===== src/hdl/snf_pkg.sv =====
// Shared types, constants and helper functions for the SEI NAL framer.
// No dependencies; the loader, emitter, top level and verification files refer to this package.
package snf_pkg;

	localparam int PAYLOAD_DEPTH = 4096;
	localparam int ADDR_W = $clog2(PAYLOAD_DEPTH);
	localparam int CNT_W = ADDR_W + 1;
	localparam int QUOT_W = $clog2(PAYLOAD_DEPTH / 255 + 2);
	localparam int NAL_W = ADDR_W + 2;

	localparam int CFG_IDX_W = 1;
	localparam int CFG_DATA_W = 1;
	localparam logic [CFG_IDX_W-1:0] CFG_CODEC_SELECT = 1'b0;
	localparam logic [CFG_IDX_W-1:0] CFG_FRAMING_MODE = 1'b1;

	localparam logic OP_LOAD = 1'b0;
	localparam logic OP_FETCH = 1'b1;

	localparam logic [7:0] TRAIL_BYTE = 8'h80;
	localparam logic [7:0] H265_HDR0 = 8'(39 << 1);
	localparam logic [7:0] H265_HDR1 = 8'd1;
	localparam logic [7:0] H264_HDR = 8'd6;
	localparam logic [7:0] SEI_TYPE = 8'd5;
	localparam logic [7:0] LEN_RUN = 8'd255;
	localparam logic [7:0] EPB = 8'd3;
	localparam logic [7:0] REM_WRAP = 8'd254;

	typedef enum logic [2:0] {
		PH_PREFIX,
		PH_HEADER,
		PH_TYPE,
		PH_LEN,
		PH_REM,
		PH_PAY,
		PH_TRAIL
	} snf_phase_t;

	typedef struct packed {
		logic ready;
		logic overflow;
		logic [CNT_W-1:0] count;
		logic [QUOT_W-1:0] quot;
		logic [7:0] rem;
		logic [NAL_W-1:0] nal_size;
	} snf_msg_t;

	typedef struct packed {
		logic [7:0] out_byte;
		logic last_out;
		logic done;
	} snf_emit_t;

	typedef struct packed {
		logic inc;
		logic [1:0] zr;
	} snf_esc_t;

	// One step of the zero-run tracker: flags an inserted 3 and gives the new run.
	function automatic snf_esc_t esc_step(input logic [1:0] zr, input logic [7:0] d);
		snf_esc_t r;
		r.inc = (zr == 2'd2) && (d <= EPB);
		if (d != 8'd0) begin
			r.zr = 2'd0;
		end else if (r.inc) begin
			r.zr = 2'd1;
		end else if (zr == 2'd2) begin
			r.zr = 2'd2;
		end else begin
			r.zr = zr + 2'd1;
		end
		return r;
	endfunction

endpackage


===== src/hdl/snf_loader.sv =====
// Message accounting for the framer: byte count, length-code split and escape count.
// Depends on snf_pkg; drives the payload RAM write port and the message summary.
module snf_loader (
	input  logic                  clk,
	input  logic                  arst_n,
	input  logic                  load_en,
	input  logic [7:0]            data_byte,
	input  logic                  last_byte,
	input  logic                  codec_select,
	input  logic                  done,
	output logic                  wr_en,
	output logic [snf_pkg::ADDR_W-1:0] wr_addr,
	output snf_pkg::snf_msg_t     msg
);

	logic [snf_pkg::CNT_W-1:0]  count_q, base_count, count_n;
	logic [snf_pkg::QUOT_W-1:0] quot_q, base_quot, quot_n;
	logic [7:0]                 rem_q, base_rem, rem_n;
	logic [1:0]                 zr_a_q, zr_b_q, base_zr_a, base_zr_b;
	logic [snf_pkg::CNT_W-1:0]  esc_a_q, esc_b_q, base_esc_a, base_esc_b, esc_a_n, esc_b_n;
	logic [snf_pkg::CNT_W-1:0]  esc_sel;
	logic                       ready_q, ovf_q, base_ovf;
	logic [snf_pkg::NAL_W-1:0]  nal_size_q, nal_size_n;
	logic                       store;
	snf_pkg::snf_esc_t          step_a, step_b;

	// A load after a finished message starts over from a cleared message.
	always_comb begin
		if (ready_q) begin
			base_count = '0;
			base_quot = '0;
			base_rem = '0;
			base_zr_a = 2'd0;
			base_zr_b = 2'd1;
			base_esc_a = '0;
			base_esc_b = '0;
			base_ovf = 1'b0;
		end else begin
			base_count = count_q;
			base_quot = quot_q;
			base_rem = rem_q;
			base_zr_a = zr_a_q;
			base_zr_b = zr_b_q;
			base_esc_a = esc_a_q;
			base_esc_b = esc_b_q;
			base_ovf = ovf_q;
		end
		store = base_count < snf_pkg::CNT_W'(snf_pkg::PAYLOAD_DEPTH);
		step_a = snf_pkg::esc_step(base_zr_a, data_byte);
		step_b = snf_pkg::esc_step(base_zr_b, data_byte);
		count_n = base_count;
		quot_n = base_quot;
		rem_n = base_rem;
		esc_a_n = base_esc_a;
		esc_b_n = base_esc_b;
		if (store) begin
			count_n = base_count + 1'b1;
			if (base_rem == snf_pkg::REM_WRAP) begin
				rem_n = 8'd0;
				quot_n = base_quot + 1'b1;
			end else begin
				rem_n = base_rem + 8'd1;
			end
			esc_a_n = base_esc_a + snf_pkg::CNT_W'(step_a.inc);
			esc_b_n = base_esc_b + snf_pkg::CNT_W'(step_b.inc);
		end
		// Tracker b assumes a zero remainder byte just before the payload.
		esc_sel = (rem_n == 8'd0) ? esc_b_n : esc_a_n;
		nal_size_n = snf_pkg::NAL_W'(3) + snf_pkg::NAL_W'(quot_n) + snf_pkg::NAL_W'(count_n)
			+ snf_pkg::NAL_W'(esc_sel) + (codec_select ? snf_pkg::NAL_W'(2) : snf_pkg::NAL_W'(1));
	end

	always_ff @(posedge clk or negedge arst_n) begin
		if (!arst_n) begin
			count_q <= '0;
			quot_q <= '0;
			rem_q <= '0;
			zr_a_q <= 2'd0;
			zr_b_q <= 2'd1;
			esc_a_q <= '0;
			esc_b_q <= '0;
			ready_q <= 1'b0;
			ovf_q <= 1'b0;
			nal_size_q <= '0;
		end else if (done) begin
			count_q <= '0;
			quot_q <= '0;
			rem_q <= '0;
			zr_a_q <= 2'd0;
			zr_b_q <= 2'd1;
			esc_a_q <= '0;
			esc_b_q <= '0;
			ready_q <= 1'b0;
			ovf_q <= 1'b0;
			nal_size_q <= '0;
		end else if (load_en) begin
			count_q <= count_n;
			quot_q <= quot_n;
			rem_q <= rem_n;
			esc_a_q <= esc_a_n;
			esc_b_q <= esc_b_n;
			if (store) begin
				zr_a_q <= step_a.zr;
				zr_b_q <= step_b.zr;
			end else begin
				zr_a_q <= base_zr_a;
				zr_b_q <= base_zr_b;
			end
			ovf_q <= base_ovf | !store;
			ready_q <= last_byte;
			nal_size_q <= last_byte ? nal_size_n : '0;
		end
	end

	assign wr_en = load_en && store;
	assign wr_addr = base_count[snf_pkg::ADDR_W-1:0];

	assign msg.ready = ready_q;
	assign msg.overflow = ovf_q;
	assign msg.count = count_q;
	assign msg.quot = quot_q;
	assign msg.rem = rem_q;
	assign msg.nal_size = nal_size_q;

	a_ready_nonempty: assert property (@(posedge clk) disable iff (!arst_n)
		ready_q |-> (count_q != '0))
		else $error("Message marked ready with no payload bytes.");

	a_count_bound: assert property (@(posedge clk) disable iff (!arst_n)
		count_q <= snf_pkg::CNT_W'(snf_pkg::PAYLOAD_DEPTH))
		else $error("Payload count exceeds buffer depth.");

endmodule


===== config.mk =====
export PLATFORM = sky130hd
export DESIGN_NAME = snf_loader
export DESIGN_NICKNAME = d
export VERILOG_FILES = /design/src/hdl/snf_pkg.sv /design/src/hdl/snf_loader.sv
export SDC_FILE = /design/constraint.sdc
export NUM_CORES = 1
export LEC_CHECK = 0
export BUFFER_PORTS_ARGS = -buffer_cell sky130_fd_sc_hd__buf_2
export CAP_MARGIN = 20
export CORE_ASPECT_RATIO = 1.5
export CORE_MARGIN = 2
export CORE_UTILIZATION = 61
export CTS_BUF_LIST = sky130_fd_sc_hd__clkbuf_8
export DETAILED_ROUTE_END_ITERATION = 10
export PLACE_DENSITY_LB_ADDON = 0.12
export SYNTH_ARGS = -nofsm -noshare
export SYNTH_HDL_FRONTEND = slang
export SYNTH_SLANG_ARGS = --single-unit

===== constraint.sdc =====
create_clock -name clk -period 7.3 [get_ports clk]
set_clock_uncertainty 0.15 [all_clocks]
set_input_delay 1.095 -clock clk [delete_from_list [all_inputs] [get_ports clk]]
set_output_delay 1.095 -clock clk [all_outputs]
set_load 0.01 [all_outputs]

== Yosys cells after proc, flatten, opt, wreduce, memory -nomap -nowiden ==
Cells that the tools add are included.
Word-level totals
  register bits after elaboration: 72
  word-level logic and storage cells: 80
  output and inout bits: 55
Cells by class
  reductions and logical operators: 7
  magnitude comparators: 2
  mux-type cells: 46
  bitwise gates (word level): 1
  equal/unequal tests: 3
  $add $sub $neg: 11
Operators with widths (count)
  13-bit 2-to-1 mux: 13
  14-bit 2-to-1 mux: 3
  8-bit 2-to-1 mux: 5
  2-bit 2-to-1 mux: 15
  13-bit by 1-bit adder with 13-bit output: 2
  5-bit 2-to-1 mux: 5
  14-bit by 13-bit adder with 14-bit output: 1
  14-bit by 2-bit adder with 14-bit output: 1
  6-bit by 13-bit adder with 14-bit output: 1
  13-bit by 1-bit adder with 13-bit output (second input constant): 1
  13-bit < comparator (second input constant): 1
  8-bit by 1-bit adder with 8-bit output (second input constant): 1
  8-bit equality test (second input constant): 1
  8-bit by 2-bit <= comparator with 1-bit output (second input constant): 1
  8-bit zero test: 1
  8-bit nonzero test: 1
  2-bit by 5-bit adder with 6-bit output (first input constant): 1
  5-bit by 1-bit adder with 5-bit output (second input constant): 1
  1-bit 2-to-1 mux: 5
  2-bit by 1-bit adder with 2-bit output (second input constant): 2
  2-bit equality test (second input constant): 2
  1-bit logical AND: 3
  2-bit nonzero test: 1
  1-bit zero test: 1
  1-bit bitwise OR: 1

== Longest topological paths before layout ==
Gate-level depths: netlist of run 1.
  word-level depth: 11
  depth in mapped cells: 24
  gate-level depth less buffers: 21

== Worst setup path after synthesis of run 1 ==
No wires, ideal clock.
  path kind: input -> register
  from: input port data_byte[7]
  to: register nal_size_q[11] in the netlist's numbering
  stages on the path: 20
  required time: 7.028 ns
  arrival time: 5.282 ns
  slack: 1.746 ns
  cells stage by stage: or4_1 -> nor3_1 -> and2_1 -> ha_1 -> ha_1 -> nor2b_1 -> nand3_1 -> xor2_1 -> o21ai_1 -> o211ai_1 -> fa_1 -> inv_1 -> ha_1 -> ha_1 -> or2_2 -> a21oi_1 -> a211oi_1 -> o311ai_0 -> mux2i_1 -> nand2_1
On the way
  cells in the longest elaborated chain, start to end: 10
Ends and longest elaborated chain
  start: declaration: line snf_loader.sv:7  | input logic [7:0] data_byte,
  8-bit by 2-bit <= comparator with 1-bit output (*): line snf_pkg.sv:61  | r.inc = (zr == 2'd2) && (d <= EPB);
  1-bit logical AND: line snf_pkg.sv:61
  13-bit by 1-bit adder with 13-bit output (on tied branches): line snf_loader.sv:64, snf_loader.sv:65
  13-bit 2-to-1 mux: line snf_loader.sv:56  | if (store) begin
  13-bit 2-to-1 mux (*): line snf_loader.sv:68  | esc_sel = (rem_n == 8'd0) ? esc_b_n : esc_a_n;
  14-bit by 13-bit adder with 14-bit output (*): line snf_loader.sv:70  | + snf_pkg::NAL_W'(esc_sel) + (codec_select ? snf_pkg::NAL_W'(2) : snf_pkg::NAL_W'(1));
  14-bit by 2-bit adder with 14-bit output (*): line snf_loader.sv:70
  14-bit 2-to-1 mux (*): line snf_loader.sv:111  | nal_size_q <= last_byte ? nal_size_n : '0;
  14-bit 2-to-1 mux (*): line snf_loader.sv:96  | end else if (load_en) begin
  14-bit 2-to-1 mux (*): line snf_loader.sv:85  | end else if (done) begin
  end signal: assignment: line snf_loader.sv:111
  end: declaration: line snf_loader.sv:23  | logic [snf_pkg::NAL_W-1:0] nal_size_q, nal_size_n;
Mark *: on every way between the ends. The rest lies on a longest branch, timed or not. The select of a mux whose other input is x is not followed.
A chain may end at the register's enable or synchronous reset.

== Worst setup path after layout of run 1 ==
  from: register ready_q
  to: register nal_size_q[11] in the netlist's numbering
On the way
  cells in the longest elaborated chain, start to end: 11
Ends and longest elaborated chain
  start: declaration: line snf_loader.sv:22  | logic ready_q, ovf_q, base_ovf;
  start signal: assignment: line snf_loader.sv:110  | ready_q <= last_byte;
  branches (longest 6 deep; another with 6-bit by 13-bit adder with 14-bit output)
  14-bit by 13-bit adder with 14-bit output (*): line snf_loader.sv:70
  14-bit by 2-bit adder with 14-bit output (*): line snf_loader.sv:70
  14-bit 2-to-1 mux (*): line snf_loader.sv:111
  14-bit 2-to-1 mux (*): line snf_loader.sv:96
  14-bit 2-to-1 mux (*): line snf_loader.sv:85
Mark *: on every way between the ends. The select of a mux whose other input is x is not followed.

==> results of run 1 <==
==> worst max-delay path: cells and delay by family (launching register included) <==
kind	cells	cell delay [ns]
simple gates	6	1.52
mux	2	0.61
flops	1	0.83
fa+ha+maj	3	1.01
buf+inv	1	0.07
compound gates	5	1.65
==> cell type report <==
| cell class | count | share of cell area, % |
|---|---|---|
| Tap cell | 112 | 2.22 |
| Clock buffer | 9 | 1.96 |
| Inverter | 25 | 1.48 |
| Sequential cell | 72 | 28.5 |
| Multi-Input combinational cell | 549 | 57.8 |
| Timing Repair Buffer | 76 | 6.53 |
| Clock inverter | 7 | 1.52 |
==> registers in the layout, summed over array words and instances (netlist names) <==
| register | flops |
|---|---|
| count_q | 13 |
| nal_size_q | 14 |
| esc_a_q | 13 |
| rem_q | 8 |
| ovf_q | 1 |
| zr_a_q | 2 |
| esc_b_q | 13 |
| ready_q | 1 |
| zr_b_q | 2 |
| quot_q | 5 |
==> stage by stage <==
step / setup slack [ns] / hold slack [ns] / instances / power, mW
after global routing: 1.01 / 0.350 / 850 / 1.08
after floorplan: 1.75 / 0.325 / 686 / 0.597
after detailed placement: 1.27 / 0.319 / 834 / 0.672
after global placement: 1.38 / 0.310 / 833 / 0.666
final: 1.34 / 0.334 / 850 / 1.03
after CTS: 1.42 / 0.337 / 850 / 1.03
==> logic make-up (layout without fill, tap and decap cells) <==
group                    count (synthesis)  in the layout
AND/OR/NAND/NOR                        299            299
AO/OA/AOI/OAI                          137            137
multiplexers                            23             23
XOR/XNOR                                40             40
adder cells (fa/ha/maj)                 50             50
flip-flops                              72             72
buffers and inverters                   65            117
==> placed cells by master (no fill, tap or decap), types with 2 or more instances in the layout <==
master      instances
nor2_1             98
dfrtp_1            70
buf_2              68
nand2_1            65
a21oi_1            53
ha_1               43
nor2b_1            27
o21ai_0            26
nor3_1             26
xor2_1             25
inv_1              24
nand3_1            20
a211oi_1           20
mux2i_1            18
xnor2_1            15
nand4_1             9
clkbuf_8            9
or3_1               8
nor4_1              7
fa_1                7
buf_4               7
o31ai_1             6
a21o_1              5
a22oi_1             5
and2_1              5
o211ai_1            4
nand2b_1            4
o21a_1              3
and3_1              3
nand4b_1            3
or4_1               3
clkinvlp_4          3
a32o_1              2
nor4b_2             2
mux2_4              2
nand3b_1            2
mux4_1              2
or2_2               2
bufinv_16           2
==> final timing paths <==
path / start / to / slack [ns] / depth (start not counted)
worst max-delay path: ready_q / nal_size_q[11] / 1.34 / 17
worst min-delay path: nal_size_q[10] / nal_size_q[10] / 0.33 / 2
worst max register to register: ready_q / nal_size_q[11] / 1.34 / 17
worst min register to register: nal_size_q[10] / nal_size_q[10] / 0.33 / 2
max in group asynchronous: arst_n / ready_q / 5.54 / 2
min in group asynchronous: arst_n / count_q[7] / 0.80 / 2
==> power by group <==
part	leakage (nW)	internal [mW]	switching [mW]	total (mW)
clock	0.101	0.192	0.166	0.358
sequential	0.985	0.411	0.0181	0.429
combinational	1.97	0.0922	0.151	0.243
==> layer usage <==
layer  share of wire (%)  GRT usage, %  up-vias
met5                   0             0        -
met4                 3.0          13.8        0
met3                 4.5          4.91       35
met2                  51          51.6      159
met1                  42          36.0     2504
li1                    -             -     2507
==> impl_metrics.tcl, run 1 <==
set metrics [dict create \
    drtAntennaViolNets 0 \
    antenna_found_initial 0 \
    synth_seq_cells 72 \
    hold_viol 0 \
    yosys-top-cells-area "dfrtp_1 (31%), ha_1 (9.4%), nor2_1 (6.4%), a21oi_1 (4.6%), nand2_1 (4.3%)" \
    gr-total-overflow 0 \
    cts_sinks 72 \
    layout-drive-gt1-share_pct 15.0 \
    die_y_um 123 \
    viasPerCell 6.12 \
    ys_dominant_reg_cell "dfrtp_1" \
    grt_start_max_net_pins 73 \
    max_cap_viol_count 0 \
    holdCritPathClass "reg -> reg" \
    multi_input_area_um2 3650 \
    stdcell_area_um2 6320 \
    cp_max_fo 37 \
    initial_core_util_pct 62.2 \
    core_um2 9200 \
    slew_headroom_pct 31.5 \
    post_cts_buffers 0 \
    routabilityCongestion 0.907 \
    yosysWarningCount 0 \
    cts_root_buffer "clkbuf_8" \
    yosysSeqAreaShare_pct 31.5 \
    yosysMostFrequentCell "nor2_1" \
    clock_latency_ns 0.37 \
    crit_type "reg -> reg" \
    yosys-mux-area-fraction_pct 4.78 \
    synth_top_family_by_area "simple AND/OR/NAND/NOR gates" \
    rows 43 \
    worst_pin_slew_ns 1.02 \
    slowest_delay_ns 0.83 \
    synth_nets 750 \
    wl_per_cell_um 17.3 \
    synth_cell_type_count 70 \
    dr.pass1.iters 4 \
    synth_compound_area_share_pct 14.8 \
    regArea_um2 1800 \
    yosys.area_share.simple_pct 26.2 \
    grtUsageTotal_pct 29.7 \
    power_leakage_nw 3.05 \
    synth_xor_xnor_area_share_pct 6.12 \
    tns_ns 0 \
    numPortBuffers 68 \
    synth_edf_count 0 \
    dp_hpwl_mm 10.4 \
    fillers 750 \
    finalSetupViolCount 0 \
    ir_worst_vdd_mv 0.153 \
    cts.clk_slew.worst_paths_ns 0.08 \
    antenna_cells 0 \
    required_ns 7.41 \
    cts_tree "yes" \
    remaining_drc_errors 0 \
    die_area_um2 10200 \
    yosysTopAreaCellShare_pct 31.0 \
    syn_area_um2 5730 \
    synthCells 686 \
    finalCritPeriodShare_pct 81.6 \
    final_nets 797 \
    vias 5205 \
    synth_largest_area_cell "dfrtp_1" \
    synthArstFlopShare_pct 100 \
    place_area_um2 6100 \
    path_cells "inv_2 > nand2_1 > ha_1 > nand4_1 > a211oi_1 > o32ai_1 > nor4b_2 > nand2_4 > mux4_1 > fa_1 > ha_1 > nor2b_1 > o31ai_1 > a211oi_1 > o311ai_0 > mux2i_1 > nand2_1" \
    cts_hold_buffers 0 \
    rsz0062_at_grt "false" \
    arrival_ns 6.07 \
    start_kind "flop" \
    drt-total-wl_mm 14.7 \
    synth_commonest_cells "nor2_1 (98), dfrtp_1 (71), nand2_1 (65), a21oi_1 (53), ha_1 (43)" \
    num_io_pins 69 \
    cts_buffer_depth 2 \
    cts-resized-gates 0 \
    utilization_pct 68.7 \
    synth-adder-area-share_pct 11.8 \
    drv_slew 0 \
    drt_iter0_drc 303 \
    dieWidth_um 83.1 \
    grt_pass1_vias 4950 \
    max_freq_mhz 168 \
    grt_pass1_wl_mm 24.2 \
    area_delta_synth_final_pct 10.4 \
    cts_max_level 3 \
    p_per_area_nw_per_um2 163 \
    slowest_stage "dfrtp_2" \
    finalCriticalPeriod_ns 5.96 \
    syn_area_per_cell_um2 8.35 \
    end_kind "flop" \
    status "finished clean" \
    cts_buffers 9 \
]
(Power assumes the default switching activity.)
==> run 2, diff against run 1 <==
--- a/config.mk
+++ b/config.mk
@@ -5,6 +5,7 @@
 export SDC_FILE = /design/constraint.sdc
 export NUM_CORES = 1
 export LEC_CHECK = 0
+export ABC_AREA = 1
 export BUFFER_PORTS_ARGS = -buffer_cell sky130_fd_sc_hd__buf_2
 export CAP_MARGIN = 20
 export CORE_ASPECT_RATIO = 1.5
==> constraint.sdc (replaced) <==
create_clock -name clk -period 6.05 [get_ports clk]
set_clock_uncertainty 0.15 [all_clocks]
set_input_delay 0.9075 -clock clk [delete_from_list [all_inputs] [get_ports clk]]
set_output_delay 0.9075 -clock clk [all_outputs]
set_load 0.01 [all_outputs]
==> impl_metrics.tcl, run 2 <==
set metrics [dict create \
    syn_area_per_cell_um2 7.06 \
    yosysWarningCount 0 \
    drt-total-wl_mm 16.0 \
    worst_pin_slew_ns 1.14 \
    syn_area_um2 5710 \
    drt_iter0_drc 498 \
    cts_hold_buffers 0 \
    place_area_um2 6080 \
    gr-total-overflow 0 \
    synth_seq_cells 72 \
    cts_sinks 72 \
    final_nets 931 \
    grt_pass1_vias 5614 \
    synthCells 809 \
    holdCritPathClass "reg -> reg" \
    core_um2 9200 \
    final_cell_mix "nand2_1 (203), inv_1 (126), nor2_1 (81)" \
    hold_viol 0 \
    grt_start_max_net_pins 73 \
    final_common_cell "nand2_1" \
    cts_root_buffer "clkbuf_8" \
    slew_headroom_pct 23.4 \
    start_kind "flop" \
    die_y_um 122 \
    power_leakage_nw 3.47 \
    initial_core_util_pct 62.0 \
    finalCriticalPeriod_ns 5.33 \
    die_area_um2 10200 \
    p_per_area_nw_per_um2 164 \
    grt_use_met3_pct 5.11 \
    multi_input_area_um2 3240 \
    largest_register_ffs 14 \
    synth_nets 873 \
    dieWidth_um 83.0 \
    cp-startpoint "ready_q" \
    stdcell_area_um2 6280 \
    busiest_layer "met2" \
    regArea_um2 1800 \
    wl_per_cell_um 16.2 \
    synth_edf_count 0 \
    synth_largest_area_cell "dfrtp_1" \
    layout-drive-gt1-share_pct 13.5 \
    vias 5713 \
    rsz0062_at_grt "false" \
    numPortBuffers 68 \
    fillers 834 \
    synthArstFlopShare_pct 100 \
    yosys-top-cells-area "dfrtp_1 (31%), nand2_1 (13%), ha_1 (9.4%), inv_1 (8.2%), nor2_1 (5.4%)" \
    post_cts_buffers 0 \
    clock_latency_ns 0.37 \
    cts_buffer_depth 2 \
    fin_hold_ws_ns 0.337 \
    hp-start "nal_size_q[8]" \
    remaining_drc_errors 0 \
    yosysSeqAreaShare_pct 31.6 \
    rows 43 \
    routabilityCongestion 0.947 \
    status "finished clean" \
    cts-resized-gates 0 \
    arrival_ns 5.44 \
    ys_dominant_reg_cell "dfrtp_1" \
    finalCritPeriodShare_pct 88.0 \
    grtUsageTotal_pct 32.1 \
    tns_ns 0 \
    max_freq_mhz 188 \
    cts_max_level 3 \
    use_met1_pct 39.2 \
    dp_hpwl_mm 11.9 \
    cts.clk_slew.worst_paths_ns 0.08 \
    end_kind "flop" \
    grt_pass1_wl_mm 26.2 \
    num_io_pins 69 \
    yosysTopAreaCellShare_pct 31.1 \
    use_met2_pct 55.4 \
    required_ns 6.16 \
    area_delta_synth_final_pct 9.97 \
    synth_cell_type_count 41 \
    drtAntennaViolNets 0 \
    cp_max_fo 12 \
    drv_slew 0 \
    cts_tree "yes" \
    max_cap_viol_count 0 \
    synth_commonest_cells "nand2_1 (203), inv_1 (125), nor2_1 (82), dfrtp_1 (71), nand3_1 (52)" \
    viasPerCell 5.81 \
    yosysMostFrequentCell "nand2_1" \
    finalSetupViolCount 0 \
    antenna_found_initial 0 \
    r2r_start "ready_q" \
    crit_type "reg -> reg" \
    cts_buffers 9 \
    regMostFlops "nal_size_q" \
    dr.pass1.iters 7 \
    ir_worst_vdd_mv 0.137 \
    antenna_cells 0 \
]
==> run 2: changes by cell type in the layout (fill, tap and decap cells not counted), moves of 27 or more <==
cell and change:
nand2_1 +138, inv_1 +102, a21oi_1 -30, nor2b_1 -27, o22ai_1 +33, nand3_1 +32
==> run 2: cell families (layout without fill, tap and decap cells) <==
group	count (synthesis)	count (layout)	share of synthesized area, %
xor+xnor	24	24	3.68
compound gates	118	118	11.8
simple gates	387	387	29.4
fa+ha+maj	50	50	11.9
flops	72	72	31.6
buf+inv	158	221	11.7
==> run 2: report_power, final <==
group | internal, mW | switching, mW
Combinational | 0.0416 | 0.0995
Clock | 0.190 | 0.207
Sequential | 0.487 | 0.00542
==> run 2: final timing paths <==
check                                       to  slack (ns)  cells after the start
worst max-delay path            nal_size_q[10]        0.72                     24
worst min-delay path             nal_size_q[8]        0.34                      2
worst max register to register  nal_size_q[10]        0.72                     24
worst min register to register   nal_size_q[8]        0.34                      2
max in group asynchronous          esc_a_q[11]        4.63                      1
min in group asynchronous             rem_q[2]        0.52                      1
==> run 2: final cells by class <==
cell class	count	area share [%]
repair buffers	74	6.38
inverters	131	7.89
clock buffers	9	1.97
multi-input cells	579	51.6
well taps	112	2.23
flip-flops and latches	72	28.7
clock inverters	7	1.18
==> run 2: routing by layer <==
layer	up-vias	share of wire, %
met1	2645	40
met3	68	6.8
met4	0	3.8
li1	2733	-
met2	267	49
met5	-	0
==> run 2: metrics by stage <==
step / setup WS, ns / cells / power [mW] / util [%]
floorplan: 1.43 / 809 / 0.592 / -
global placement: 0.939 / 967 / 0.637 / 65.9
detailed placement: 0.762 / 968 / 0.641 / 66.1
CTS: 0.758 / 984 / 1.03 / 68.2
global route: 0.244 / 984 / 1.07 / 68.2
finish: 0.724 / 984 / 1.03 / 68.2
==> run 2: critical path: stages (launching register included) <==
cell,delay (ns)
dfrtp_1,0.49
inv_4,0.18
nand2_1,0.07
inv_1,0.07
ha_1,0.17
nand2_1,0.06
nor2_1,0.18
nand4_2,0.23
nand3_1,0.20
nand2_1,0.08
nor2_2,0.40
nand2_1,0.37
nand2_1,0.16
nand2_1,0.07
fa_1,0.44
ha_1,0.30
ha_1,0.35
nand2_1,0.06
o21ai_0,0.48
nand2_1,0.10
nand2_1,0.12
a21oi_1,0.08
or2_2,0.27
nand3_1,0.07
nand2_1,0.05
