### config.mk
export PLATFORM = sky130hd
export DESIGN_NAME = snf_emitter
export DESIGN_NICKNAME = d
export VERILOG_FILES = /design/src/hdl/snf_pkg.sv /design/src/hdl/snf_emitter.sv
export SDC_FILE = /design/constraint.sdc
export NUM_CORES = 1
export LEC_CHECK = 0
export BUFFER_PORTS_ARGS = -buffer_cell sky130_fd_sc_hd__buf_2
export CORE_ASPECT_RATIO = 0.9
export CORE_MARGIN = 8
export CORE_UTILIZATION = 40
export CTS_CLUSTER_SIZE = 30
export DETAILED_ROUTE_END_ITERATION = 7
export PLACE_DENSITY = 0.62
export SLEW_MARGIN = 25
export SYNTH_ARGS = -nofsm -noshare
export SYNTH_HDL_FRONTEND = slang
export SYNTH_SLANG_ARGS = --single-unit
export TNS_END_PERCENT = 30
### constraint.sdc
create_clock -name clk -period 3.7 [get_ports clk]
set_clock_uncertainty 0.2 [all_clocks]
set_input_delay 0.555 -clock clk [delete_from_list [all_inputs] [get_ports clk]]
set_output_delay 0.555 -clock clk [all_outputs]
set_load 0.005 [all_outputs]
### src/hdl/snf_pkg.sv
// Shared types, constants and helper functions for the SEI NAL framer.
// No dependencies; the loader, emitter, top level and verification files refer to this package.
package snf_pkg;

	localparam int PAYLOAD_DEPTH = 4096;
	localparam int ADDR_W = $clog2(PAYLOAD_DEPTH);
	localparam int CNT_W = ADDR_W + 1;
	localparam int QUOT_W = $clog2(PAYLOAD_DEPTH / 255 + 2);
	localparam int NAL_W = ADDR_W + 2;

	localparam int CFG_IDX_W = 1;
	localparam int CFG_DATA_W = 1;
	localparam logic [CFG_IDX_W-1:0] CFG_CODEC_SELECT = 1'b0;
	localparam logic [CFG_IDX_W-1:0] CFG_FRAMING_MODE = 1'b1;

	localparam logic OP_LOAD = 1'b0;
	localparam logic OP_FETCH = 1'b1;

	localparam logic [7:0] TRAIL_BYTE = 8'h80;
	localparam logic [7:0] H265_HDR0 = 8'(39 << 1);
	localparam logic [7:0] H265_HDR1 = 8'd1;
	localparam logic [7:0] H264_HDR = 8'd6;
	localparam logic [7:0] SEI_TYPE = 8'd5;
	localparam logic [7:0] LEN_RUN = 8'd255;
	localparam logic [7:0] EPB = 8'd3;
	localparam logic [7:0] REM_WRAP = 8'd254;

	typedef enum logic [2:0] {
		PH_PREFIX,
		PH_HEADER,
		PH_TYPE,
		PH_LEN,
		PH_REM,
		PH_PAY,
		PH_TRAIL
	} snf_phase_t;

	typedef struct packed {
		logic ready;
		logic overflow;
		logic [CNT_W-1:0] count;
		logic [QUOT_W-1:0] quot;
		logic [7:0] rem;
		logic [NAL_W-1:0] nal_size;
	} snf_msg_t;

	typedef struct packed {
		logic [7:0] out_byte;
		logic last_out;
		logic done;
	} snf_emit_t;

	typedef struct packed {
		logic inc;
		logic [1:0] zr;
	} snf_esc_t;

	// One step of the zero-run tracker: flags an inserted 3 and gives the new run.
	function automatic snf_esc_t esc_step(input logic [1:0] zr, input logic [7:0] d);
		snf_esc_t r;
		r.inc = (zr == 2'd2) && (d <= EPB);
		if (d != 8'd0) begin
			r.zr = 2'd0;
		end else if (r.inc) begin
			r.zr = 2'd1;
		end else if (zr == 2'd2) begin
			r.zr = 2'd2;
		end else begin
			r.zr = zr + 2'd1;
		end
		return r;
	endfunction

endpackage

### src/hdl/snf_emitter.sv
// Output sequencer of the framer: prefix, NAL header and escaped RBSP, one byte per fetch.
// Depends on snf_pkg; reads payload bytes from the registered RAM read port, in the cycle after the address.
module snf_emitter (
	input  logic                       clk,
	input  logic                       arst_n,
	input  logic                       restart,
	input  logic                       active,
	input  snf_pkg::snf_msg_t          msg,
	input  logic                       codec_select,
	input  logic                       framing_mode,
	input  logic [7:0]                 rd_data,
	output logic [snf_pkg::ADDR_W-1:0] rd_addr,
	output snf_pkg::snf_emit_t         res
);

	snf_pkg::snf_phase_t        phase_q, phase_d;
	logic [1:0]                 pos_q, pos_d;
	logic [snf_pkg::QUOT_W-1:0] len_q, len_d;
	logic [snf_pkg::CNT_W-1:0]  rd_ptr_q, rd_ptr_d;
	logic [1:0]                 zr_q, zr_d;
	logic [7:0]                 v;
	logic [7:0]                 prefix_byte;
	logic [31:0]                size32;
	logic                       is_rbsp;
	logic                       esc_hit;
	snf_pkg::snf_esc_t          step;

	always_comb begin
		size32 = 32'(msg.nal_size);
		unique case (pos_q)
			2'd0: prefix_byte = framing_mode ? size32[31:24] : 8'd0;
			2'd1: prefix_byte = framing_mode ? size32[23:16] : 8'd0;
			2'd2: prefix_byte = framing_mode ? size32[15:8] : 8'd0;
			default: prefix_byte = framing_mode ? size32[7:0] : 8'd1;
		endcase
		is_rbsp = 1'b1;
		unique case (phase_q) inside
			snf_pkg::PH_PREFIX, snf_pkg::PH_HEADER: begin
				v = 8'd0;
				is_rbsp = 1'b0;
			end
			snf_pkg::PH_TYPE: v = snf_pkg::SEI_TYPE;
			snf_pkg::PH_LEN: v = snf_pkg::LEN_RUN;
			snf_pkg::PH_REM: v = msg.rem;
			snf_pkg::PH_PAY: v = rd_data;
			default: v = snf_pkg::TRAIL_BYTE;
		endcase
		step = snf_pkg::esc_step(zr_q, v);
		esc_hit = is_rbsp && step.inc;
	end

	always_comb begin
		res.last_out = 1'b0;
		res.done = 1'b0;
		unique case (phase_q)
			snf_pkg::PH_PREFIX: res.out_byte = prefix_byte;
			snf_pkg::PH_HEADER: begin
				if (!codec_select) begin
					res.out_byte = snf_pkg::H264_HDR;
				end else if (pos_q == 2'd0) begin
					res.out_byte = snf_pkg::H265_HDR0;
				end else begin
					res.out_byte = snf_pkg::H265_HDR1;
				end
			end
			default: begin
				res.out_byte = esc_hit ? snf_pkg::EPB : v;
				res.last_out = active && !esc_hit && (phase_q == snf_pkg::PH_TRAIL);
				res.done = res.last_out;
			end
		endcase
	end

	always_comb begin
		phase_d = phase_q;
		pos_d = pos_q;
		len_d = len_q;
		rd_ptr_d = rd_ptr_q;
		zr_d = zr_q;
		if (restart) begin
			phase_d = snf_pkg::PH_PREFIX;
			pos_d = 2'd0;
			len_d = '0;
			rd_ptr_d = '0;
			zr_d = 2'd0;
		end else if (active) begin
			if (esc_hit) begin
				zr_d = 2'd0;
			end else begin
				if (is_rbsp) begin
					zr_d = step.zr;
				end
				unique case (phase_q)
					snf_pkg::PH_PREFIX: begin
						pos_d = pos_q + 2'd1;
						if (pos_q == 2'd3) begin
							phase_d = snf_pkg::PH_HEADER;
						end
					end
					snf_pkg::PH_HEADER: begin
						if (!codec_select || pos_q != 2'd0) begin
							phase_d = snf_pkg::PH_TYPE;
							pos_d = 2'd0;
							zr_d = 2'd0;
						end else begin
							pos_d = 2'd1;
						end
					end
					snf_pkg::PH_TYPE: begin
						len_d = '0;
						phase_d = (msg.quot == '0) ? snf_pkg::PH_REM : snf_pkg::PH_LEN;
					end
					snf_pkg::PH_LEN: begin
						len_d = len_q + 1'b1;
						if (len_q == msg.quot - 1'b1) begin
							phase_d = snf_pkg::PH_REM;
						end
					end
					snf_pkg::PH_REM: begin
						rd_ptr_d = '0;
						phase_d = snf_pkg::PH_PAY;
					end
					snf_pkg::PH_PAY: begin
						rd_ptr_d = rd_ptr_q + 1'b1;
						if (rd_ptr_q + 1'b1 == msg.count) begin
							phase_d = snf_pkg::PH_TRAIL;
						end
					end
					default: begin
						phase_d = snf_pkg::PH_PREFIX;
						pos_d = 2'd0;
						len_d = '0;
						rd_ptr_d = '0;
						zr_d = 2'd0;
					end
				endcase
			end
		end
	end

	always_ff @(posedge clk or negedge arst_n) begin
		if (!arst_n) begin
			phase_q <= snf_pkg::PH_PREFIX;
			pos_q <= 2'd0;
			len_q <= '0;
			rd_ptr_q <= '0;
			zr_q <= 2'd0;
		end else begin
			phase_q <= phase_d;
			pos_q <= pos_d;
			len_q <= len_d;
			rd_ptr_q <= rd_ptr_d;
			zr_q <= zr_d;
		end
	end

	assign rd_addr = rd_ptr_q[snf_pkg::ADDR_W-1:0];

	a_escape_in_payload: assert property (@(posedge clk) disable iff (!arst_n)
		(active && esc_hit) |-> (phase_q == snf_pkg::PH_PAY))
		else $error("Emulation prevention byte outside the payload section.");

endmodule

======== Word-level counts from Yosys, hierarchy flattened ========
Cells that the tools add are included.
word-level totals
  register bits after elaboration ......... 25
  word-level logic and storage cells ...... 95
  ROM bits ................................ 0
  output and inout port bits .............. 22
  bits in writable memories ............... 0
  bits of input ports ..................... 56
  memories ................................ 0
  bits in latches ......................... 0
operators by class
  order comparisons ....................... 1
  eq/ne operators ......................... 20
  divide/modulo/power cells ............... 0
  multipliers ............................. 0
  reductions and logical operators ........ 23
  shift-type cells ........................ 0
  bitwise logic cells ..................... 0
  multiplexer cells ....................... 41
  $add $sub $neg .......................... 5
operators by type and width
  cell                     count
  $pmux W8 S5              1
  $mux W13                 3
  $pmux W8 S2              2
  $pmux W13 S2             1
  $mux W2                  12
  $mux W3                  8
  $mux W8                  3
  $pmux W3 S6              1
  $mux W5                  3
  $add A13 B1 Y13 const B  1
  $eq A13 B13 Y1           1
  $ne A3 B2 Y1 const B     4
  $reduce_or A4 Y1         3
  $pmux W5 S2              1
  $eq A3 B3 Y1 const B     3
  $reduce_and A3 Y1        3
  $le A8 B2 Y1 const B     1
  $reduce_bool A8 Y1       1
  $mux W7                  1
  $eq A2 B2 Y1 const B     3
  $eq A3 B2 Y1 const B     2
  $mux W6                  1
  $ne A2 B1 Y1 const B     3
  $pmux W2 S3              1
  other kinds (19)         27

======== Depth between registers and ports, before layout ========
Gate-level depths: netlist of run 1.
  word-level depth ........................ 13
  mapped depth ............................ 11
  mapped depth without buffers ............ 8

======== Worst setup path before layout of run 1 ========
Ideal clock, no wire load.
  path kind ............................... reg2out
  start ................................... reg phase_q[1]
  end ..................................... out res[1] (netlist bit)
  path buffers ............................ 5
  stages on the path, launching flop included .. 12
  slack ................................... 0.728 ns
  data required time ...................... 2.945 ns
  arrival ................................. 2.217 ns
  path through ............................ dfrtp_1 > buf_4 > buf_2 > inv_2 > ha_1 > clkbuf_1 > a2111oi_4 > nand3_2 > buf_6 > nand2_1 > nor4_1 > buf_4
RTL lines
  item                    RTL line            text
  start, declared         snf_emitter.sv:16   snf_pkg::snf_phase_t phase_q, phase_d;
  start signal, assigned  snf_emitter.sv:143  phase_q <= snf_pkg::PH_PREFIX;
  start signal, assigned  snf_emitter.sv:149  phase_q <= phase_d;
  end, declared           snf_emitter.sv:13   output snf_pkg::snf_emit_t res

==> reports/results.tsv, run 1 <==
metric	value	unit
Worst-Skew Late Latency	0.28	ns
# resized after CTS	0	
count of different cell masters after synthesis	66	
crit-path max FO	16	
measured slew at the worst slew-check pin	0.740	ns
Final Hold Viols	0	
flop2flop setup slack	0.68	ns
Initial Util	41.0	%
TritonCTS clock tree	yes	
design area	0.00324	mm2
sequential cell area	626	um2
max frequency	288	MHz
worst r2r path cells	7	
Fillers	741	
multi-input logic area	0.00195	mm2
total grt overflow	0	
Pleak	0.00137	uW
setup TNS	0	ns
outcome	complete, no violations	
EDFF count, synth	0	
Num CTS Buffers	3	
detailed-route via count	2917	
Placement Cell Area	0.00319	mm2
Async SR Flop Fraction	100	%
CTS Buffer Depth	2	
Nets	481	
total power	560	uW
RR Startpoint	phase_q[2]$_DFFE_PN0P_	
RSZ-0062 raised after global routing	no	
dpl hpwl	6.34	mm
Final Setup Violations	0	
drt pass-1 iters	8	
CTS sink cnt	25	
row count	29	
IR drop worst, VDD	143	uV
Max Cap Viol	0	
I/O Pins	78	
first-pass GRT wire length	13.5	mm
fin cells	507	
GRT Overall Usage	16.0	%
Worst Path Required	2.94	ns
dpl ws	0.558	ns
Final ANT Viol Nets	0	
I/O Buffers	75	
number of global-route vias before repair	2818	
number of setup buffers added after CTS	0	
CTS root buf	clkbuf_8	
period utilization	93.8	%
Die W	105	um
Hold-fix buffers, CTS	0	
Yosys warnings	0	
initial antenna violation count	0	
Worst Hold Class	in -> async	
Main synth FF type	dfrtp_1	
Post-Syn Area	0.00285	mm2
WP data arrival	2.72	ns
#FFs+latches synth	25	
total wire length	8.24	mm
Worst Setup Start Kind	register	
Slew Limit Fails	0	
layout cells sized above 1	24.9	%
Core ar.	0.00697	mm2
most frequent cells in the layout	buf_2, nand2_1, dfrtp_1, nor2_1, nand3_1	
routed vias/inst	5.75	
syn nets	428	
post-synthesis cell count	362	
# H-tree levels	1	
Clock Pin Slew Worst Setup and Hold Paths	0.11	ns
ANT cells	0	
largest net degree at the start of global routing	26	
Critical R2R Capture	rd_ptr_q[12]$_DFFE_PN0P_	
most common cell after layout, fill and taps aside	buf_2	
Area Overhead vs Synth	13.5	%
sequential fraction of the synthesis area	21.9	%
type of the worst setup path	reg -> out	
worst setup margin	0.229	ns
Critical Path End Type	output port	
Synth Area per Inst	7.88	um2
Remaining DRCs	0	
1st-iter DRT viols	159	
Die H	96.1	um
WL/cell	16.3	um
placed insts	503	
Placer Congestion	0.867	
pwr dens	173	mW/mm2
die footprint	0.0101	mm2
minimum clock period	3.47	ns
slew margin rel.	50.3	%
[routing by layer]
metal	track usage, %	wire length [um]	share of wire, %
met3	3.08	414	5.0
met5	0	0	0
met2	28.1	3940	48
met1	20.4	3840	47
met4	2.73	47	0.57
[cells by family after synthesis]
kind of cell	count (synthesis)	share of synthesized area (%)
flip-flops	25	21.9
adder cells (fa/ha/maj)	10	4.38
AO/OA/AOI/OAI	97	25.2
XOR/XNOR	22	6.75
AND/OR/NAND/NOR	147	29.3
multiplexers	7	2.54
buffers and inverters	54	9.86
[cells in the mapped netlist, drive strengths merged (12+ instances only)]
master	count	share of area (%)
o211ai	12	3.2
o21ai	17	3.0
nand2	26	3.4
a21oi	18	3.2
nand3	25	5.1
xnor2	14	4.3
nor2	22	2.9
buf	24	5.9
dfrtp	25	22
inv	20	2.6
nor3	16	2.8
[where the power goes]
part | internal [uW] | switching [uW]
Clock | 76.7 | 101
Combinational | 48.3 | 57.0
Sequential | 275 | 2.93
[state kept, by name (all words and copies together), names as in the netlist]
| register | cells |
|---|---|
| pos_q | 2 |
| rd_ptr_q | 13 |
| zr_q | 2 |
| phase_q | 3 |
| len_q | 5 |
[cell type report]
class	count	share of cell area, %
Clock buffer	3	1.27
Clock inverter	1	0.232
Inverter	20	2.32
Multi-Input combinational cell	283	60.1
Sequential cell	25	19.3
Tap cell	93	3.59
Timing Repair Buffer	82	13.2
[worst max-delay path by stage]
stage,startpoint,to,slack [ns],cells past startpoint
after floorplan,phase_q[1]$_DFFE_PN0P_,res[1],0.73,11
after global placement,phase_q[2]$_DFFE_PN0P_,res[2],0.60,8
after detailed placement,phase_q[2]$_DFFE_PN0P_,res[2],0.56,8
after CTS,phase_q[2]$_DFFE_PN0P_,res[2],0.23,8
after global routing,phase_q[2]$_DFFE_PN0P_,res[1],0.09,8
final,phase_q[2]$_DFFE_PN0P_,res[2],0.23,8
[stage by stage]
step / hold WS [ns] / utilization, %
floorplan: 0.0594 / -
global placement: 0.316 / 45.8
detailed placement: 0.342 / 45.8
CTS: 0.0967 / 46.5
global route: 0.120 / 46.5
finish: 0.0794 / 46.5
[worst max-delay path: stages (launching register included)]
cell and delay, ns:
dfrtp_1 0.66, ha_1 0.55, nand2b_1 0.18, o41ai_2 0.09
nor3b_2 0.26, and3_4 0.35, nor2_1 0.08, a21oi_1 0.13
buf_2 0.13
Note: power is estimated with default switching activity, not from simulation.
==> inputs of run 2 (changes only) <==
--- a/config.mk
+++ b/config.mk
@@ -5,12 +5,15 @@
 export SDC_FILE = /design/constraint.sdc
 export NUM_CORES = 1
 export LEC_CHECK = 0
+export ABC_AREA = 1
 export BUFFER_PORTS_ARGS = -buffer_cell sky130_fd_sc_hd__buf_2
+export CAP_MARGIN = 20
 export CORE_ASPECT_RATIO = 0.9
 export CORE_MARGIN = 8
 export CORE_UTILIZATION = 40
 export CTS_CLUSTER_SIZE = 30
 export DETAILED_ROUTE_END_ITERATION = 7
+export GPL_ROUTABILITY_DRIVEN = 0
 export PLACE_DENSITY = 0.62
 export SLEW_MARGIN = 25
 export SYNTH_ARGS = -nofsm -noshare
==> run 2 against run 1 <==
Worst setup slack better by 0.20 ns. Critical path type unchanged. Non-clock buffer count down 4. Cell count up 17%. Synthesized area down 4.7%.
==> reports/results.tsv, run 2 <==
metric	value	unit
outcome	complete, no violations	
I/O Pins	78	
IR drop worst, VDD	239	uV
Nets	569	
Worst Hold Class	in -> async	
Synth Area per Inst	6.15	um2
post-synthesis cell count	442	
slew margin rel.	60.9	%
Remaining DRCs	0	
setup TNS	0	ns
Pleak	0.00163	uW
initial antenna violation count	0	
largest net degree at the start of global routing	27	
period utilization	88.4	%
Clock Pin Slew Worst Setup and Hold Paths	0.10	ns
Final Setup Violations	0	
EDFF count, synth	0	
layout cells sized above 1	22.1	%
Main synth FF type	dfrtp_1	
Worst Setup Start Kind	register	
WP data arrival	2.52	ns
row count	28	
CTS root buf	clkbuf_8	
total grt overflow	0	
Commonest cells post-synth	nand2_1, nand3_1, inv_1, nor2_1, dfrtp_1	
placed insts	588	
routed vias/inst	4.98	
Async SR Flop Fraction	100	%
Regs by FF count	rd_ptr_q (13), len_q (5), phase_q (3)	
drt pass-1 iters	4	
most flop-heavy register	rd_ptr_q	
Critical Path End Type	output port	
Num CTS Buffers	3	
count of different cell masters after synthesis	40	
CTS sink cnt	25	
Worst-Skew Late Latency	0.28	ns
number of setup buffers added after CTS	0	
worst setup margin	0.428	ns
RSZ-0062 raised after global routing	no	
Final ANT Viol Nets	0	
I/O Buffers	75	
ANT cells	0	
Synth area leader	dfrtp_1	
most frequent cells in the layout	nand2_1, buf_2, nand3_1, inv_1, nor2_1	
WL/cell	12.8	um
total wire length	7.59	mm
Final Hold Viols	0	
Max Cap Viol	0	
Slew Limit Fails	0	
first-pass GRT wire length	12.6	mm
dpl hpwl	6.20	mm
# resized after CTS	0	
number of global-route vias before repair	2749	
sequential fraction of the synthesis area	23.0	%
crit-path max FO	15	
Die H	94.2	um
# H-tree levels	1	
1st-iter DRT viols	167	
dpl ws	0.806	ns
#FFs+latches synth	25	
syn nets	508	
pwr dens	410	mW/mm2
Hold-fix buffers, CTS	0	
fin cells	592	
Yosys top cell area share	23.0	%
die footprint	0.00970	mm2
type of the worst setup path	reg -> out	
max frequency	306	MHz
Fin Hold WS	0.0662	ns
most common cell after layout, fill and taps aside	nand2_1	
Initial Util	41.3	%
detailed-route via count	2948	
Core ar.	0.00659	mm2
most instantiated library cell after synthesis	nand2_1	
Worst Path Required	2.94	ns
Yosys warnings	0	
Area Overhead vs Synth	14.8	%
Post-Syn Area	0.00272	mm2
Die W	103	um
CTS Buffer Depth	2	
minimum clock period	3.27	ns
Finished Core Util	47.4	%
TritonCTS clock tree	yes	
measured slew at the worst slew-check pin	0.587	ns
max reg flops	13	
GRT Overall Usage	15.6	%
Area contributors post-synth	dfrtp_1, nand2_1, nand3_1, inv_1, nor2_1	
Fillers	734	
worst r2r path cells	12	
[run 2: layer usage]
layer / GRT usage [%] / wire, um / vias to the layer above / share of wire (%)
li1: - / - / 1549 / -
met5: 0 / 0 / - / 0
met1: 22.6 / 3720 / 1335 / 49
met3: 2.81 / 383 / 4 / 5.0
met2: 24.2 / 3470 / 60 / 46
met4: 1.44 / 21 / 0 / 0.28
[run 2: final timing paths]
check,slack [ns],startpoint,to
min,0.07,arst_n,rd_ptr_q[8]$_DFFE_PN0P_
max reg2reg,1.16,phase_q[1]$_DFFE_PN0P_,rd_ptr_q[8]$_DFFE_PN0P_
max,0.43,phase_q[1]$_DFFE_PN0P_,res[3]
max in group asynchronous,2.84,arst_n,rd_ptr_q[3]$_DFFE_PN0P_
min reg2reg,0.33,rd_ptr_q[12]$_DFFE_PN0P_,rd_ptr_q[12]$_DFFE_PN0P_
min in group clk,0.33,rd_ptr_q[12]$_DFFE_PN0P_,rd_ptr_q[12]$_DFFE_PN0P_
[run 2: logic make-up after synthesis]
group / count (synthesis) / synth area share, %
xor gates and xnor gates: 6 / 1.93
buffers and inverters: 74 / 12.8
and+or+nand+nor: 276 / 45.8
adders and majority gates: 10 / 4.60
AOI/OAI and AO/OA: 51 / 11.8
DFF: 25 / 23.0
[run 2: power breakdown]
group	switching, uW	internal (uW)	total, uW
clock network	94.6	75.6	170
registers	45.4	301	346
logic	498	266	764
total	638	642	1280
[run 2: worst max-delay path: stages, from the launching register on]
cell,delay [ns]
dfrtp_1,0.51
inv_2,0.16
ha_1,0.49
clkinv_1,0.18
nor3_1,0.23
inv_1,0.13
o311ai_0,0.36
buf_2,0.18
[run 2: cell type report]
type | instances | area, um2 | area share (%)
timing repair buffer | 78 | 398 | 12.7
clock buffer | 3 | 41.3 | 1.32
tap | 90 | 113 | 3.61
sequential | 25 | 626 | 20.0
multi-input combinational | 343 | 1740 | 55.9
clock inverter | 1 | 5.00 | 0.160
inverter | 52 | 195 | 6.25
[run 2: through the flow]
stage	instance area [um2]	total power, uW
6_report	3120	1280
5_1_grt	3120	1400
4_1_cts	3120	1280
2_1_floorplan	2720	891
3_5_place_dp	3080	1110
3_3_place_gp	3080	1100
==> inputs of run 3 (changes only) <==
--- a/config.mk
+++ b/config.mk
@@ -15,6 +15,7 @@
 export DETAILED_ROUTE_END_ITERATION = 7
 export GPL_ROUTABILITY_DRIVEN = 0
 export PLACE_DENSITY = 0.62
+export SKIP_LAST_GASP = 1
 export SLEW_MARGIN = 25
 export SYNTH_ARGS = -nofsm -noshare
 export SYNTH_HDL_FRONTEND = slang
==> constraint.sdc (replaced) <==
create_clock -name clk -period 3.7 [get_ports clk]
set_clock_uncertainty 0.2 [all_clocks]
set_input_delay 0.555 -clock clk [delete_from_list [all_inputs] [get_ports clk]]
set_output_delay 0.555 -clock clk [all_outputs]
set_load 0.02 [all_outputs]
==> run 3 against run 2 <==
Fmax is 0.78% lower. Sequential share of layout area hardly changed. Die area stayed put. Critical endpoint unchanged. Register-to-register slack worse by 0.02 ns. Largest cell class unchanged. Cell count stayed put.
==> reports/results.tsv, run 3 (synthesized netlist as in run 2, its figures left out) <==
metric	value	unit
outcome	complete, no violations	
initial antenna violation count	0	
Levels on crit path	7	
period utilization	89.1	%
total grt overflow	0	
WL/cell	12.6	um
Worst Setup EP	res[3]	
Area Overhead vs Synth	14.8	%
flop2flop setup slack	1.14	ns
Crit. Startpoint	phase_q[1]$_DFFE_PN0P_	
Pleak	0.00163	uW
type of the worst setup path	reg -> out	
crit-path max FO	15	
WP buf/inv	4	
Worst Hold Class	in -> async	
most flop-heavy register	rd_ptr_q	
sequential cell area	626	um2
max reg flops	13	
die footprint	0.00970	mm2
ANT cells	0	
RSZ-0062 raised after global routing	no	
first-pass GRT wire length	12.3	mm
Worst Setup Start Kind	register	
Nets	569	
RR Startpoint	phase_q[1]$_DFFE_PN0P_	
delay-heaviest family, CP	buffers and inverters	
# resized after CTS	0	
row count	28	
IR drop worst, VDD	238	uV
Num CTS Buffers	3	
layout cells sized above 1	21.9	%
Final Setup Violations	0	
max incr delay on CP	0.52	ns
Slew Limit Fails	0	
multi-input logic area	0.00174	mm2
Final ANT Viol Nets	0	
Critical R2R Capture	rd_ptr_q[11]$_DFFE_PN0P_	
Remaining DRCs	0	
# H-tree levels	1	
Worst-Skew Late Latency	0.27	ns
number of global-route vias before repair	2686	
minimum clock period	3.30	ns
total power	1330	uW
slew margin rel.	60.6	%
max frequency	303	MHz
1st-iter DRT viols	122	
I/O Buffers	75	
setup TNS	0	ns
most common cell after layout, fill and taps aside	nand2_1	
Clock Pin Slew Worst Setup and Hold Paths	0.09	ns
Hold-fix buffers, CTS	0	
worst r2r path cells	12	
most frequent cells in the layout	nand2_1, buf_2, nand3_1, inv_1, nor2_1	
Die W	103	um
WP data arrival	2.54	ns
Critical Path End Type	output port	
cells along the critical path	inv_2 -> ha_1 -> clkinv_1 -> nor3_1 -> inv_1 -> o311ai_0 -> buf_2	
I/O Pins	78	
routed vias/inst	4.94	
measured slew at the worst slew-check pin	0.591	ns
CTS sink cnt	25	
total wire length	7.46	mm
Regs by FF count	rd_ptr_q (13), len_q (5), phase_q (3)	
CTS Buffer Depth	2	
Fillers	728	
pwr dens	426	mW/mm2
dpl hpwl	6.12	mm
number of setup buffers added after CTS	0	
Final Hold Viols	0	
Fin Hold WS	0.0742	ns
Initial Util	41.3	%
Finished Core Util	47.4	%
largest net degree at the start of global routing	27	
drt pass-1 iters	7	
CTS root buf	clkbuf_8	
Slowest-stage cell, CP	ha_1	
Max Cap Viol	0	
Worst Path Required	2.94	ns
Die H	94.2	um
TritonCTS clock tree	yes	
detailed-route via count	2924	
GRT Overall Usage	15.3	%
Core ar.	0.00659	mm2
-- run 3: layer usage --
metal	vias up	routed length, um	GRT usage [%]
met2	46	3450	24.4
met3	2	313	2.74
met5	-	0	0
met1	1320	3680	21.7
li1	1556	-	-
met4	0	10	1.08
-- run 3: report_power, final --
part           leakage [uW]  switching [uW]  internal [uW]
Sequential         0.000346            45.0            301
Clock             0.0000228            87.0           77.0
Combinational       0.00126             552            267
-- run 3: stage by stage --
stage	std cells	cell area, um2	worst slack (ns)
floorplan	442	2720	0.711
finish	592	3120	0.403
global route	592	3120	0.250
CTS	592	3120	0.447
detailed placement	588	3080	0.757
global placement	588	3080	0.802
-- run 3: worst min-delay path by stage --
stage                         from                       to  slack (ns)  cells after the start
6_report                    arst_n  rd_ptr_q[8]$_DFFE_PN0P_        0.07                      1
5_1_grt                     arst_n  rd_ptr_q[8]$_DFFE_PN0P_        0.13                      1
4_1_cts                     arst_n  rd_ptr_q[8]$_DFFE_PN0P_        0.09                      1
3_5_place_dp   zr_q[1]$_DFFE_PN0P_      zr_q[1]$_DFFE_PN0P_        0.30                      2
3_3_place_gp   zr_q[1]$_DFFE_PN0P_      zr_q[1]$_DFFE_PN0P_        0.30                      2
2_1_floorplan               arst_n     len_q[0]$_DFFE_PN0P_        0.06                      0
-- run 3: area by class of cell --
type | instances | area share, %
multi-input combinational | 343 | 55.9
sequential | 25 | 20.0
tap | 90 | 3.61
timing repair buffer | 78 | 12.8
inverter | 52 | 6.26
clock buffer | 4 | 1.44
